`src/hw/rtl/decimal_number_text_parser_assert.svh`:
```
// assertion macros for the decimal number text parser
`ifndef DECIMAL_NUMBER_TEXT_PARSER_ASSERT_SVH
`define DECIMAL_NUMBER_TEXT_PARSER_ASSERT_SVH

// same-cycle implication, checked on every clock outside reset
`define DNTP_ASSERT_IMPL(name, ante, cons, msg) \
    name: assert property (@(posedge i_clk) disable iff (!i_rst_n) (ante) |-> (cons)) \
        else $error(msg);

// next-cycle implication
`define DNTP_ASSERT_NEXT(name, ante, cons, msg) \
    name: assert property (@(posedge i_clk) disable iff (!i_rst_n) (ante) |=> (cons)) \
        else $error(msg);

`endif

```
`src/hw/rtl/dntp_pkg.sv`:
```
// shared types and constants for the decimal number text parser
`default_nettype none
package dntp_pkg;

    localparam int MANT_DIGITS_DEF = 19;
    localparam int EXP_MAX_DEF     = 9999;

    localparam int CHAR_W = 8;
    localparam int MANT_W = 64;
    localparam int EXP_W  = 15;

    localparam int Q_DEPTH = 2;
    localparam int Q_AW    = 1;

    localparam logic signed [EXP_W-1:0] SCALE_MAX = {1'b0, {(EXP_W-1){1'b1}}};
    localparam logic signed [EXP_W-1:0] SCALE_MIN = {1'b1, {(EXP_W-1){1'b0}}};

    localparam logic [CHAR_W-1:0] CH_MINUS = 8'h2D;
    localparam logic [CHAR_W-1:0] CH_PLUS  = 8'h2B;
    localparam logic [CHAR_W-1:0] CH_DOT   = 8'h2E;
    localparam logic [CHAR_W-1:0] CH_LC_E  = 8'h65;
    localparam logic [CHAR_W-1:0] CH_UC_E  = 8'h45;
    localparam logic [CHAR_W-1:0] CH_ZERO  = 8'h30;
    localparam logic [CHAR_W-1:0] CH_NINE  = 8'h39;
    localparam logic [CHAR_W-1:0] CH_TAB   = 8'h09;
    localparam logic [CHAR_W-1:0] CH_CR    = 8'h0D;
    localparam logic [CHAR_W-1:0] CH_SPACE = 8'h20;

    typedef enum logic [2:0] {
        K_DIGIT,
        K_SPACE,
        K_MINUS,
        K_PLUS,
        K_DOT,
        K_EXP,
        K_OTHER
    } t_kind;

    typedef struct packed {
        t_kind      kind;
        logic [3:0] digit;
        logic       last;
    } t_beat;

    typedef struct packed {
        logic full;
        logic empty;
    } t_qstat;

endpackage
`default_nettype wire

```
`src/hw/rtl/dntp_front.sv`:
```
// front end: input handshake and character classification
`default_nettype none
module dntp_front (
    input  wire logic                        i_valid,
    input  wire logic [dntp_pkg::CHAR_W-1:0] i_character,
    input  wire logic                        i_last,
    input  wire dntp_pkg::t_qstat            i_qstat,
    output logic                             o_stall,
    output logic                             o_push,
    output dntp_pkg::t_beat                  o_beat
);

    logic [dntp_pkg::CHAR_W-1:0] w_offset;

    assign o_stall  = i_qstat.full;
    assign o_push   = i_valid && !i_qstat.full;
    assign w_offset = i_character - dntp_pkg::CH_ZERO;

    always_comb begin
        o_beat.last  = i_last;
        o_beat.digit = 4'd0;
        priority if (i_character >= dntp_pkg::CH_ZERO && i_character <= dntp_pkg::CH_NINE) begin
            o_beat.kind  = dntp_pkg::K_DIGIT;
            o_beat.digit = w_offset[3:0];
        end else if ((i_character >= dntp_pkg::CH_TAB && i_character <= dntp_pkg::CH_CR) ||
                     i_character == dntp_pkg::CH_SPACE) begin
            o_beat.kind = dntp_pkg::K_SPACE;
        end else if (i_character == dntp_pkg::CH_MINUS) begin
            o_beat.kind = dntp_pkg::K_MINUS;
        end else if (i_character == dntp_pkg::CH_PLUS) begin
            o_beat.kind = dntp_pkg::K_PLUS;
        end else if (i_character == dntp_pkg::CH_DOT) begin
            o_beat.kind = dntp_pkg::K_DOT;
        end else if (i_character == dntp_pkg::CH_LC_E || i_character == dntp_pkg::CH_UC_E) begin
            o_beat.kind = dntp_pkg::K_EXP;
        end else begin
            o_beat.kind = dntp_pkg::K_OTHER;
        end
    end

endmodule
`default_nettype wire

```
`src/hw/rtl/dntp_queue.sv`:
```
// short queue of classified beats between front and back
`default_nettype none
module dntp_queue (
    input  wire logic            i_clk,
    input  wire logic            i_rst_n,
    input  wire logic            i_push,
    input  wire dntp_pkg::t_beat i_beat,
    input  wire logic            i_pop,
    output dntp_pkg::t_beat      o_head,
    output dntp_pkg::t_qstat     o_qstat
);

    dntp_pkg::t_beat              r_mem [dntp_pkg::Q_DEPTH];
    logic [dntp_pkg::Q_AW-1:0]    r_wr_ptr, n_wr_ptr;
    logic [dntp_pkg::Q_AW-1:0]    r_rd_ptr, n_rd_ptr;
    logic [dntp_pkg::Q_AW:0]      r_count, n_count;

    assign o_head        = r_mem[r_rd_ptr];
    assign o_qstat.empty = (r_count == '0);
    assign o_qstat.full  = (r_count == (dntp_pkg::Q_AW+1)'(dntp_pkg::Q_DEPTH));

    always_comb begin
        n_wr_ptr = r_wr_ptr;
        n_rd_ptr = r_rd_ptr;
        n_count  = r_count;
        if (i_push) begin
            n_wr_ptr = (r_wr_ptr == dntp_pkg::Q_AW'(dntp_pkg::Q_DEPTH-1)) ? '0 : r_wr_ptr + 1'b1;
        end
        if (i_pop) begin
            n_rd_ptr = (r_rd_ptr == dntp_pkg::Q_AW'(dntp_pkg::Q_DEPTH-1)) ? '0 : r_rd_ptr + 1'b1;
        end
        if (i_push && !i_pop) begin
            n_count = r_count + 1'b1;
        end else if (!i_push && i_pop) begin
            n_count = r_count - 1'b1;
        end
    end

    always_ff @(posedge i_clk) begin
        if (!i_rst_n) begin
            r_wr_ptr <= '0;
            r_rd_ptr <= '0;
            r_count  <= '0;
        end else begin
            r_wr_ptr <= n_wr_ptr;
            r_rd_ptr <= n_rd_ptr;
            r_count  <= n_count;
        end
    end

    always_ff @(posedge i_clk) begin
        if (i_push) begin
            r_mem[r_wr_ptr] <= i_beat;
        end
    end

endmodule
`default_nettype wire

```
`src/hw/rtl/dntp_back.sv`:
```
// back end: grammar state machine, digit accumulation and result register
`default_nettype none
module dntp_back #(
    parameter int MANT_DIGITS = dntp_pkg::MANT_DIGITS_DEF,
    parameter int EXP_MAX     = dntp_pkg::EXP_MAX_DEF
) (
    input  wire logic                       i_clk,
    input  wire logic                       i_rst_n,
    input  wire dntp_pkg::t_beat            i_beat,
    input  wire logic                       i_beat_valid,
    input  wire logic                       i_stall,
    output logic                            o_pop,
    output logic                            o_valid,
    output logic                            o_negative,
    output logic [dntp_pkg::MANT_W-1:0]     o_mantissa,
    output logic signed [dntp_pkg::EXP_W-1:0] o_decimal_exponent,
    output logic                            o_inexact
);

    localparam int KW  = $clog2(MANT_DIGITS + 1);
    localparam int EW  = $clog2(EXP_MAX + 1);
    localparam int EXW = EW + 4;
    localparam int TW  = dntp_pkg::EXP_W + 1;

    typedef enum logic [5:0] {
        PH_WS         = 6'b000001,
        PH_INT        = 6'b000010,
        PH_FRAC       = 6'b000100,
        PH_EXP_START  = 6'b001000,
        PH_EXP_DIGITS = 6'b010000,
        PH_DONE       = 6'b100000
    } t_phase;

    t_phase                              r_phase, n_phase;
    logic                                r_minus, n_minus;
    logic [dntp_pkg::MANT_W-1:0]         r_acc, n_acc;
    logic [KW-1:0]                       r_kept, n_kept;
    logic signed [dntp_pkg::EXP_W-1:0]   r_scale, n_scale;
    logic                                r_exp_minus, n_exp_minus;
    logic [EW-1:0]                       r_exp_val, n_exp_val;
    logic                                r_lost, n_lost;

    logic                                r_out_valid;
    logic                                r_out_negative;
    logic [dntp_pkg::MANT_W-1:0]         r_out_mantissa;
    logic signed [dntp_pkg::EXP_W-1:0]   r_out_exponent;
    logic                                r_out_inexact;

    logic                                w_take_digit;
    logic                                w_fraction;
    logic                                w_take_exp;
    logic                                w_scale_up;
    logic                                w_scale_down;
    logic [dntp_pkg::MANT_W-1:0]         w_acc_next;
    logic [EXW-1:0]                      w_exp_next;
    logic signed [TW-1:0]                w_scale_ext;
    logic signed [TW-1:0]                w_exp_ext;
    logic signed [TW-1:0]                w_total;
    logic signed [dntp_pkg::EXP_W-1:0]   w_total_sat;
    logic                                w_inexact;
    logic                                w_finish;

    // a last beat needs the result register free or being emptied this cycle
    assign o_pop    = i_beat_valid && (!i_beat.last || !r_out_valid || !i_stall);
    assign w_finish = o_pop && i_beat.last;

    always_comb begin
        n_phase      = r_phase;
        n_minus      = r_minus;
        n_exp_minus  = r_exp_minus;
        w_take_digit = 1'b0;
        w_fraction   = 1'b0;
        w_take_exp   = 1'b0;
        unique case (r_phase)
            PH_WS: begin
                unique case (i_beat.kind)
                    dntp_pkg::K_SPACE: begin
                    end
                    dntp_pkg::K_MINUS: begin
                        n_minus = 1'b1;
                        n_phase = PH_INT;
                    end
                    dntp_pkg::K_PLUS: begin
                        n_phase = PH_INT;
                    end
                    dntp_pkg::K_DIGIT: begin
                        w_take_digit = 1'b1;
                        n_phase      = PH_INT;
                    end
                    dntp_pkg::K_DOT: begin
                        n_phase = PH_FRAC;
                    end
                    dntp_pkg::K_EXP: begin
                        n_phase = PH_EXP_START;
                    end
                    default: begin
                        n_phase = PH_DONE;
                    end
                endcase
            end
            PH_INT: begin
                unique case (i_beat.kind)
                    dntp_pkg::K_DIGIT: w_take_digit = 1'b1;
                    dntp_pkg::K_DOT:   n_phase = PH_FRAC;
                    dntp_pkg::K_EXP:   n_phase = PH_EXP_START;
                    default:           n_phase = PH_DONE;
                endcase
            end
            PH_FRAC: begin
                unique case (i_beat.kind)
                    dntp_pkg::K_DIGIT: begin
                        w_take_digit = 1'b1;
                        w_fraction   = 1'b1;
                    end
                    dntp_pkg::K_EXP: n_phase = PH_EXP_START;
                    default:         n_phase = PH_DONE;
                endcase
            end
            PH_EXP_START: begin
                unique case (i_beat.kind)
                    dntp_pkg::K_MINUS: begin
                        n_exp_minus = 1'b1;
                        n_phase     = PH_EXP_DIGITS;
                    end
                    dntp_pkg::K_PLUS: n_phase = PH_EXP_DIGITS;
                    dntp_pkg::K_DIGIT: begin
                        w_take_exp = 1'b1;
                        n_phase    = PH_EXP_DIGITS;
                    end
                    default: n_phase = PH_DONE;
                endcase
            end
            PH_EXP_DIGITS: begin
                if (i_beat.kind == dntp_pkg::K_DIGIT) begin
                    w_take_exp = 1'b1;
                end else begin
                    n_phase = PH_DONE;
                end
            end
            default: begin
            end
        endcase
    end

    // times ten as two shifts and an add
    assign w_acc_next = (r_acc << 3) + (r_acc << 1) + dntp_pkg::MANT_W'(i_beat.digit);
    assign w_exp_next = (EXW'(r_exp_val) << 3) + (EXW'(r_exp_val) << 1)
                      + EXW'(i_beat.digit);

    always_comb begin
        n_acc        = r_acc;
        n_kept       = r_kept;
        n_scale      = r_scale;
        n_exp_val    = r_exp_val;
        n_lost       = r_lost;
        w_scale_up   = 1'b0;
        w_scale_down = 1'b0;
        if (w_take_digit) begin
            if (r_kept < KW'(MANT_DIGITS)) begin
                n_acc = w_acc_next;
                // leading zeros keep the accumulator at zero and use no slot
                if (w_acc_next != '0) begin
                    n_kept = r_kept + 1'b1;
                end
                w_scale_down = w_fraction;
            end else begin
                if (i_beat.digit != 4'd0) begin
                    n_lost = 1'b1;
                end
                w_scale_up = !w_fraction;
            end
        end
        if (w_scale_up) begin
            if (r_scale == dntp_pkg::SCALE_MAX) begin
                n_lost = 1'b1;
            end else begin
                n_scale = r_scale + dntp_pkg::EXP_W'(1);
            end
        end
        if (w_scale_down) begin
            if (r_scale == dntp_pkg::SCALE_MIN) begin
                n_lost = 1'b1;
            end else begin
                n_scale = r_scale - dntp_pkg::EXP_W'(1);
            end
        end
        if (w_take_exp) begin
            if (w_exp_next > EXW'(EXP_MAX)) begin
                n_exp_val = EW'(EXP_MAX);
                n_lost    = 1'b1;
            end else begin
                n_exp_val = w_exp_next[EW-1:0];
            end
        end
    end

    assign w_scale_ext = TW'(n_scale);
    assign w_exp_ext   = $signed(TW'(n_exp_val));
    assign w_total     = n_exp_minus ? (w_scale_ext - w_exp_ext) : (w_scale_ext + w_exp_ext);

    always_comb begin
        w_inexact   = n_lost;
        w_total_sat = w_total[dntp_pkg::EXP_W-1:0];
        if (w_total > TW'(dntp_pkg::SCALE_MAX)) begin
            w_total_sat = dntp_pkg::SCALE_MAX;
            w_inexact   = 1'b1;
        end else if (w_total < TW'(dntp_pkg::SCALE_MIN)) begin
            w_total_sat = dntp_pkg::SCALE_MIN;
            w_inexact   = 1'b1;
        end
    end

    always_ff @(posedge i_clk) begin
        if (!i_rst_n) begin
            r_phase     <= PH_WS;
            r_minus     <= 1'b0;
            r_acc       <= '0;
            r_kept      <= '0;
            r_scale     <= '0;
            r_exp_minus <= 1'b0;
            r_exp_val   <= '0;
            r_lost      <= 1'b0;
            r_out_valid <= 1'b0;
        end else begin
            if (w_finish) begin
                r_phase     <= PH_WS;
                r_minus     <= 1'b0;
                r_acc       <= '0;
                r_kept      <= '0;
                r_scale     <= '0;
                r_exp_minus <= 1'b0;
                r_exp_val   <= '0;
                r_lost      <= 1'b0;
            end else if (o_pop) begin
                r_phase     <= n_phase;
                r_minus     <= n_minus;
                r_acc       <= n_acc;
                r_kept      <= n_kept;
                r_scale     <= n_scale;
                r_exp_minus <= n_exp_minus;
                r_exp_val   <= n_exp_val;
                r_lost      <= n_lost;
            end
            if (w_finish) begin
                r_out_valid <= 1'b1;
            end else if (!i_stall) begin
                r_out_valid <= 1'b0;
            end
        end
    end

    always_ff @(posedge i_clk) begin
        if (w_finish) begin
            r_out_negative <= n_minus;
            r_out_mantissa <= n_acc;
            r_out_exponent <= w_total_sat;
            r_out_inexact  <= w_inexact;
        end
    end

    assign o_valid            = r_out_valid;
    assign o_negative         = r_out_negative;
    assign o_mantissa         = r_out_mantissa;
    assign o_decimal_exponent = r_out_exponent;
    assign o_inexact          = r_out_inexact;

endmodule
`default_nettype wire

```
`src/hw/rtl/decimal_number_text_parser.sv`:
```
// top level of the decimal number text parser
//
//  channel   dir  handshake              payload
//  input     in   i_valid / o_stall      i_character[7:0], i_last
//  result    out  o_valid / i_stall      o_negative, o_mantissa[63:0],
//                                        o_decimal_exponent[14:0], o_inexact
//
// one character per cycle sustained, except while a held result blocks the last character of a number
// a beat is written into the two-entry queue, and the back end takes it from the queue head into its state
// the result is valid from the cycle after its last character is processed
// reset is synchronous and active low; no clearing pass is needed
// a held result stops only the last character of the next number in the back end; the input stalls once the queue fills
`default_nettype none
`include "decimal_number_text_parser_assert.svh"
module decimal_number_text_parser #(
    parameter int MANT_DIGITS = dntp_pkg::MANT_DIGITS_DEF,
    parameter int EXP_MAX     = dntp_pkg::EXP_MAX_DEF
) (
    input  wire logic                           i_clk,
    input  wire logic                           i_rst_n,
    input  wire logic                           i_valid,
    output logic                                o_stall,
    input  wire logic [dntp_pkg::CHAR_W-1:0]    i_character,
    input  wire logic                           i_last,
    output logic                                o_valid,
    input  wire logic                           i_stall,
    output logic                                o_negative,
    output logic [dntp_pkg::MANT_W-1:0]         o_mantissa,
    output logic signed [dntp_pkg::EXP_W-1:0]   o_decimal_exponent,
    output logic                                o_inexact
);

    dntp_pkg::t_qstat w_qstat;
    dntp_pkg::t_beat  w_in_beat;
    dntp_pkg::t_beat  w_head;
    logic             w_push;
    logic             w_pop;

    dntp_front u_front (
        .i_valid     (i_valid),
        .i_character (i_character),
        .i_last      (i_last),
        .i_qstat     (w_qstat),
        .o_stall     (o_stall),
        .o_push      (w_push),
        .o_beat      (w_in_beat)
    );

    dntp_queue u_queue (
        .i_clk   (i_clk),
        .i_rst_n (i_rst_n),
        .i_push  (w_push),
        .i_beat  (w_in_beat),
        .i_pop   (w_pop),
        .o_head  (w_head),
        .o_qstat (w_qstat)
    );

    dntp_back #(
        .MANT_DIGITS (MANT_DIGITS),
        .EXP_MAX     (EXP_MAX)
    ) u_back (
        .i_clk              (i_clk),
        .i_rst_n            (i_rst_n),
        .i_beat             (w_head),
        .i_beat_valid       (!w_qstat.empty),
        .i_stall            (i_stall),
        .o_pop              (w_pop),
        .o_valid            (o_valid),
        .o_negative         (o_negative),
        .o_mantissa         (o_mantissa),
        .o_decimal_exponent (o_decimal_exponent),
        .o_inexact          (o_inexact)
    );

    `DNTP_ASSERT_IMPL(a_pop_nonempty, w_pop, !w_qstat.empty, "pop from empty queue")
    `DNTP_ASSERT_NEXT(a_last_gives_result, w_pop && w_head.last, o_valid, "no result after last beat")
    `DNTP_ASSERT_IMPL(a_result_from_last, $rose(o_valid), $past(w_pop && w_head.last), "result without last beat")

endmodule
`default_nettype wire

```
`config.mk`:
```
export PLATFORM = sky130hd
export DESIGN_NAME = decimal_number_text_parser
export DESIGN_NICKNAME = d
export VERILOG_FILES = /design/src/hw/rtl/dntp_pkg.sv /design/src/hw/rtl/dntp_front.sv /design/src/hw/rtl/dntp_queue.sv /design/src/hw/rtl/dntp_back.sv /design/src/hw/rtl/decimal_number_text_parser.sv
export VERILOG_INCLUDE_DIRS = /design/src /design/src/hw/rtl
export SDC_FILE = /design/constraint.sdc
export NUM_CORES = 1
export LEC_CHECK = 0
export ABC_AREA = 1
export BUFFER_PORTS_ARGS = -buffer_cell sky130_fd_sc_hd__buf_2
export CORE_MARGIN = 4
export CORE_UTILIZATION = 44
export CTS_CLUSTER_SIZE = 25
export DETAILED_ROUTE_END_ITERATION = 10
export GPL_ROUTABILITY_DRIVEN = 0
export PLACE_DENSITY_LB_ADDON = 0.15
export RECOVER_POWER = 25
export SLEW_MARGIN = 20
export SYNTH_ARGS = -nofsm -noshare
export SYNTH_HDL_FRONTEND = slang
export SYNTH_HIERARCHICAL = 1
export SYNTH_SLANG_ARGS = --single-unit
```
`constraint.sdc`:
```
create_clock -name i_clk -period 6.4 [get_ports i_clk]
set_clock_uncertainty 0.05 [all_clocks]
set_input_delay 0.32 -clock i_clk [delete_from_list [all_inputs] [get_ports i_clk]]
set_output_delay 0.32 -clock i_clk [all_outputs]
set_load 0.01 [all_outputs]
```
==> impl_metrics.json, run 1 <==
{
  "finalSetupViolCount": 0,
  "dieArea_sq_um": 42200,
  "grt_util_all_layers_pct": 22.1,
  "yosys_warnings": 6,
  "fin_crit_sh_pct": 90.0,
  "final_hold_viol_count": 0,
  "leakagePower_uw": 0.00926,
  "pwr-share-seq_pct": 27.4,
  "ys.flop_type": "dfxtp_1",
  "clk_root_buffer_cell": "clkbuf_16",
  "hold_class": "primary input to register",
  "reg2reg_to": "u_back/o_inexact$_SDFFCE_PP1P_",
  "hold_buffers": 2,
  "worstSkewPairLatency_ps": 560,
  "post_cts_resized": 0,
  "powerDensity_nw_per_um2": 409,
  "tightest_slew_ps": 819,
  "grt_max_degree": 80,
  "fp.dieW_um": 206,
  "switching_share_pct": 45.4,
  "crit_path_end": "u_back/o_inexact$_SDFFCE_PP1P_",
  "power_frac_comb_pct": 53.6,
  "fin_total_pwr_uw": 7730,
  "cts_sinks": 210,
  "ys_ff_latch": 210,
  "drt_iter0_drc": 1336,
  "rrSetupSlack_ps": 640,
  "cap_violations": 0,
  "post_cts.repair.setup_buffers": 0,
  "design.portCount": 96,
  "slowest_stage": "fa_1",
  "route.detailed.drc": 0,
  "synth_edf_count": 97,
  "cts_tree": "done",
  "htreeDepth": 1,
  "period_needed_ps": 5760,
  "relSlewSlack_pct": 44.9,
  "slew_viol_final": 0,
  "cts_made_buffers": 24,
  "detail-route-antenna-nets": 0,
  "drive_gt1_share_pct": 5.91,
  "fillers": 3950,
  "grt_pass1_wl_mm": 77.1,
  "wl_per_cell_um": 15.5,
  "max_stage_delay_ps": 410,
  "design_area_sq_um": 18900,
  "syn_area_sq_um": 17200,
  "p_int_uw": 4220,
  "first_pass_iters": 7,
  "die_h_um": 206,
  "clkPwrFrac_pct": 19.0,
  "fin_util_pct": 48.9,
  "start_util_pct": 44.4,
  "synth_nets": 2644,
  "finalWirelength_mm": 47.6,
  "vias": 16100,
  "mostFrequentLayoutCell": "nand2_1",
  "r2r_cells": 31,
  "layout_common_cells": "nand2_1, inv_1, nor2_1",
  "hpwl_mm": 37.8,
  "syn_to_final_growth_pct": 10.1,
  "nets": 2726,
  "crit_type": "register to register",
  "ys_seq_area_share_pct": 30.1,
  "peakVddDrop_mv": 0.308,
  "crit_top_cell": "nand2_1",
  "first_global_vias": 15200,
  "grt.overflow.total": 0,
  "switching_power_uw": 3510,
  "ys_types": 54,
  "max_freq_mhz": 174,
  "fin_tns_setup_ps": 0,
  "core_sq_um": 38600,
  "netlist_instances": 2453,
  "cp-start-kind": "register",
  "antenna_cells": 0,
  "port_buffers": 95,
  "place_area_sq_um": 18100,
  "viasPerCell": 5.25,
  "synth.avg_cell_area_sq_um": 7.00,
  "outcome": "finished clean",
  "clockBufferDepth": 3,
  "arrival_ps": 6010,
  "cp.required_ps": 6650,
  "antenna_found_initial": 0,
  "fp-row-count": 72,
  "async_reset_ff_share_pct": 0,
  "cp-end-kind": "register",
  "rsz0062_at_grt": "false",
  "cts.clk_slew.worst_paths_ps": 60,
  "cp_max_fo": 15
}
## Yosys cell counts (10+ instances only)
cell        n  area share (%)
nor3_1     25            0.73
nand3_1   105             3.1
nor4_1     11            0.40
nand4_1    29             1.1
clkbuf_1   46             1.0
o21ai_0   193             5.6
ha_1      173              13
xor2_1     42             2.1
a21oi_1   178             5.2
edfxtp_1   97              17
o21bai_1   12            0.52
nand3b_1   10            0.44
inv_1     351             7.7
nand2_2    33             1.2
nand2_1   550              12
xnor2_1    46             2.3
nor2_1    272             5.9
o211ai_1   45             2.0
dfxtp_1   113              13
inv_2      13            0.28
## worst max-delay path: cells and delay by family, from the launching register on
family	cells	cell delay, ps
simple gates	23	2850
flops	1	400
fa+ha+maj	4	1340
mux	1	390
buf+inv	1	60
xor+xnor	2	390
## power groups by stage
stage | clock, uW | combinational, uW | sequential, uW
2_1_floorplan | 0 | 3190 | 2180
3_3_place_gp | 0 | 4090 | 2140
3_5_place_dp | 0 | 4160 | 2140
5_1_grt | 1570 | 4740 | 2150
6_report | 1470 | 4140 | 2120
4_1_cts | 1510 | 4180 | 2120
## layout make-up
| class | instances | area (sq um) | share of cell area [%] |
|---|---|---|---|
| tap | 518 | 648 | 3.43 |
| clock buffer | 30 | 653 | 3.45 |
| multi-input combinational | 1823 | 10400 | 54.8 |
| inverter | 366 | 1380 | 7.29 |
| timing repair buffer | 110 | 503 | 2.66 |
| sequential | 210 | 5170 | 27.4 |
| clock inverter | 14 | 185 | 0.979 |
## worst min path at each step
stage                             startpoint  cells after the start                            end  slack [ps]
6_report                             i_stall                      5    u_back/o_valid$_SDFFE_PN0P_          40
2_1_floorplan  u_back/r_kept[4]$_SDFFE_PP0P_                      2  u_back/r_kept[4]$_SDFFE_PP0P_         380
3_3_place_gp   u_back/r_kept[4]$_SDFFE_PP0P_                      2  u_back/r_kept[4]$_SDFFE_PP0P_         390
5_1_grt                              i_stall                      5    u_back/o_valid$_SDFFE_PN0P_          70
3_5_place_dp   u_back/r_kept[4]$_SDFFE_PP0P_                      2  u_back/r_kept[4]$_SDFFE_PP0P_         390
4_1_cts                              i_stall                      5    u_back/o_valid$_SDFFE_PN0P_          20
## kinds of logic after synthesis
group / share of synthesized area, %
AND/OR/NAND/NOR: 26.6
AO/OA/AOI/OAI: 15.5
buffers and inverters: 9.48
flip-flops: 30.1
adder cells (fa/ha/maj): 13.2
XOR/XNOR: 4.58
multiplexers: 0.525
## metal layers
layer,GRT usage (%),share of wire [%]
met4,5.74,2.2
met2,31.9,40
met5,0,0
met3,3.69,7.8
met1,34.0,50
## per-stage QoR
step,cells,setup WS [ps],hold WS (ps)
final,3071,640,42.2
after global routing,3071,147,72.1
after CTS,3070,675,20.2
after detailed placement,3024,700,393
after global placement,3024,838,388
after floorplan,2453,1190,380
## registers in the layout, indices dropped and copies added, names as in the netlist, named ones only
signal	count
u_back/o_mantissa	64
u_back/r_acc	64
u_queue/r_mem	16
u_back/o_decimal_exponent	15
u_back/r_scale	15
u_back/r_exp_val	14
u_back/r_phase	6
u_back/r_kept	5
u_queue/r_count	2
u_back/o_inexact	1
u_back/o_negative	1
u_back/o_valid	1
u_back/r_exp_minus	1
u_back/r_lost	1
u_back/r_minus	1
u_queue/r_rd_ptr	1
u_queue/r_wr_ptr	1
(Power assumes the default switching activity.)
==> inputs of run 2 (changes only) <==
- ABC_AREA: 1 -> 0
- ABC_CLOCK_PERIOD_IN_PS: not set -> 6400
- CORE_ASPECT_RATIO: not set -> 0.75
==> run 2 against run 1 <==
Effect of this change:
- largest cell class unchanged
- the flow now finishes with violations (negative setup slack)
- worst setup slack got worse by 680 ps
- routed wire length increased by 3.4%
- sequential cell count unchanged
- via count decreased by 5.0%
- critical path depth decreased by 1
- sequential power decreased by 9%
- register-to-register slack got worse by 680 ps
- clock-buffer cell count decreased by 3
- critical endpoint is now u_back/o_decimal_exponent[1]$_SDFFCE_PN1P_
- hold slack got worse by 11 ps
==> impl_metrics.json, run 2 <==
{
  "outcome": "finished, violations left",
  "violations": "negative setup slack",
  "synth_nets": 2169,
  "slew_viol_final": 0,
  "finalSetupViolCount": 14,
  "fp.dieW_um": 231,
  "grt_util_all_layers_pct": 23.3,
  "powerDensity_nw_per_um2": 357,
  "yosys_warnings": 6,
  "htreeDepth": 1,
  "synth_edf_count": 97,
  "ys.flop_type": "dfxtp_1",
  "async_reset_ff_share_pct": 0,
  "grt_pass1_wl_mm": 77.0,
  "die_h_um": 175,
  "start_util_pct": 45.2,
  "first_pass_iters": 5,
  "hold_class": "primary input to register",
  "ys_types": 108,
  "peakVddDrop_mv": 0.375,
  "wl_per_cell_um": 18.5,
  "arrival_ps": 6670,
  "nets": 2333,
  "detail-route-antenna-nets": 0,
  "viasPerCell": 5.77,
  "drive_gt1_share_pct": 14.7,
  "design.portCount": 96,
  "clockBufferDepth": 3,
  "syn_area_sq_um": 16400,
  "route.detailed.drc": 0,
  "layout_common_cells": "nand2_1, a21oi_1, ha_1",
  "crit_type": "register to register",
  "fin_total_pwr_uw": 6820,
  "dieArea_sq_um": 40500,
  "grt_max_degree": 87,
  "synth_area_leaders": "edfxtp_1, dfxtp_1, ha_1, nand2_1, a21oi_1",
  "rsz0062_at_grt": "true",
  "fin_util_pct": 52.7,
  "r2r_cells": 30,
  "cts.clk_slew.worst_paths_ps": 60,
  "crit_top_cell": "a21o_1",
  "tightest_slew_ps": 1020,
  "cts_sinks": 210,
  "ys_ff_latch": 210,
  "fin_crit_sh_pct": 101,
  "slowest_stage": "fa_1",
  "vias": 15300,
  "cts_tree": "done",
  "max_freq_mhz": 155,
  "synth.avg_cell_area_sq_um": 8.30,
  "mostFrequentLayoutCell": "nand2_1",
  "leakagePower_uw": 0.00799,
  "first_global_vias": 13700,
  "postLayoutSetupSlackWorst_ps": -39.1,
  "synth_top_area_share_pct": 17.7,
  "cp-end-kind": "register",
  "cap_violations": 0,
  "relSlewSlack_pct": 31.5,
  "fp-row-count": 60,
  "port_buffers": 95,
  "final_hold_viol_count": 0,
  "cts_made_buffers": 24,
  "finalWirelength_mm": 49.2,
  "antenna_found_initial": 0,
  "clk_root_buffer_cell": "clkbuf_16",
  "drt_iter0_drc": 1461,
  "cp_max_fo": 7,
  "grt.overflow.total": 0,
  "hpwl_mm": 37.0,
  "yosysTopAreaCell": "edfxtp_1",
  "netlist_top_cells_count": "nand2_1, a21oi_1, ha_1",
  "max_stage_delay_ps": 540,
  "netlist_instances": 1978,
  "cp.required_ps": 6630,
  "cp-start-kind": "register",
  "worstSkewPairLatency_ps": 560,
  "core_sq_um": 36300,
  "syn_to_final_growth_pct": 16.5,
  "ys_seq_area_share_pct": 31.5,
  "synth.most_common_cell": "nand2_1",
  "antenna_cells": 0,
  "min_path_cells": 2,
  "period_needed_ps": 6440
}
[run 2: critical path: cells and delay by family (launching register included)]
| family | cells | cell delay [ps] |
|---|---|---|
| AOI/OAI and AO/OA | 15 | 2450 |
| xor gates and xnor gates | 2 | 340 |
| adders and majority gates | 4 | 1580 |
| buffers and inverters | 5 | 430 |
| DFF | 1 | 360 |
| muxes | 1 | 210 |
| and+or+nand+nor | 3 | 750 |
[run 2: routing by layer]
layer / track usage (%) / part of all wire, % / wire length [um] / vias up
li1: - / - / - / 7523
met3: 4.30 / 8.5 / 4190 / 51
met4: 3.66 / 1.5 / 714 / 0
met5: 0 / 0 / 0 / -
met1: 37.6 / 51 / 24900 / 7224
met2: 32.2 / 39 / 19400 / 529
[run 2: power by group]
part	internal, uW	leakage [uW]	total [uW]	switching, uW
Sequential	1810	0.00183	1920	114
Clock	703	0.000345	1290	591
Combinational	1680	0.00581	3610	1930
Total	4190	0.00799	6820	2640
[run 2: final timing paths]
check                                start                                         end  slack [ps]
max                               register  u_back/o_decimal_exponent[1]$_SDFFCE_PN1P_         -40
min                                i_rst_n               u_queue/r_wr_ptr$_SDFFE_PN0P_          30
max reg2reg                       register  u_back/o_decimal_exponent[1]$_SDFFCE_PN1P_         -40
min reg2reg  u_back/r_acc[63]$_SDFFE_PP0P_               u_back/r_acc[63]$_SDFFE_PP0P_         410
[run 2: cell type report]
class / count / area, sq um
Fill cell: 3492 / 17200
Inverter: 43 / 168
Timing Repair Buffer: 231 / 1430
Sequential cell: 210 / 5180
Tap cell: 496 / 621
Clock inverter: 17 / 110
Multi-Input combinational cell: 1632 / 11000
Clock buffer: 27 / 622
[run 2: what timing repair did]
item / in CTS / in global routing
buffers inserted: 10 / 6
gates cloned: 2 / 0
hold buffers: 2 / 0
hold endpoints to repair: 3 / 0
pin swaps: 31 / 44
gates resized for setup: 39 / 30
setup endpoints to repair: 16 / 16
[run 2: cells by family after synthesis]
logic type	count (synthesis)	synth area share [%]
AO/OA/AOI/OAI	520	20.1
adder cells (fa/ha/maj)	192	14.7
XOR/XNOR	107	5.75
AND/OR/NAND/NOR	791	22.6
buffers and inverters	137	3.98
multiplexers	21	1.36
flip-flops	210	31.5
[run 2: through the flow]
step                      worst slack, ps  area (sq um)  std cells  hold slack, ps  setup TNS, ps
after floorplan                      10.7         16500       1978             387              0
after global placement               -372         18000       2593             394          -4200
after detailed placement             -496         18000       2593             406          -6030
after CTS                           -36.9         19000       2650            10.6           -376
after global routing                 -329         19100       2656            27.4          -4810
final                               -39.1         19100       2656            31.1           -437
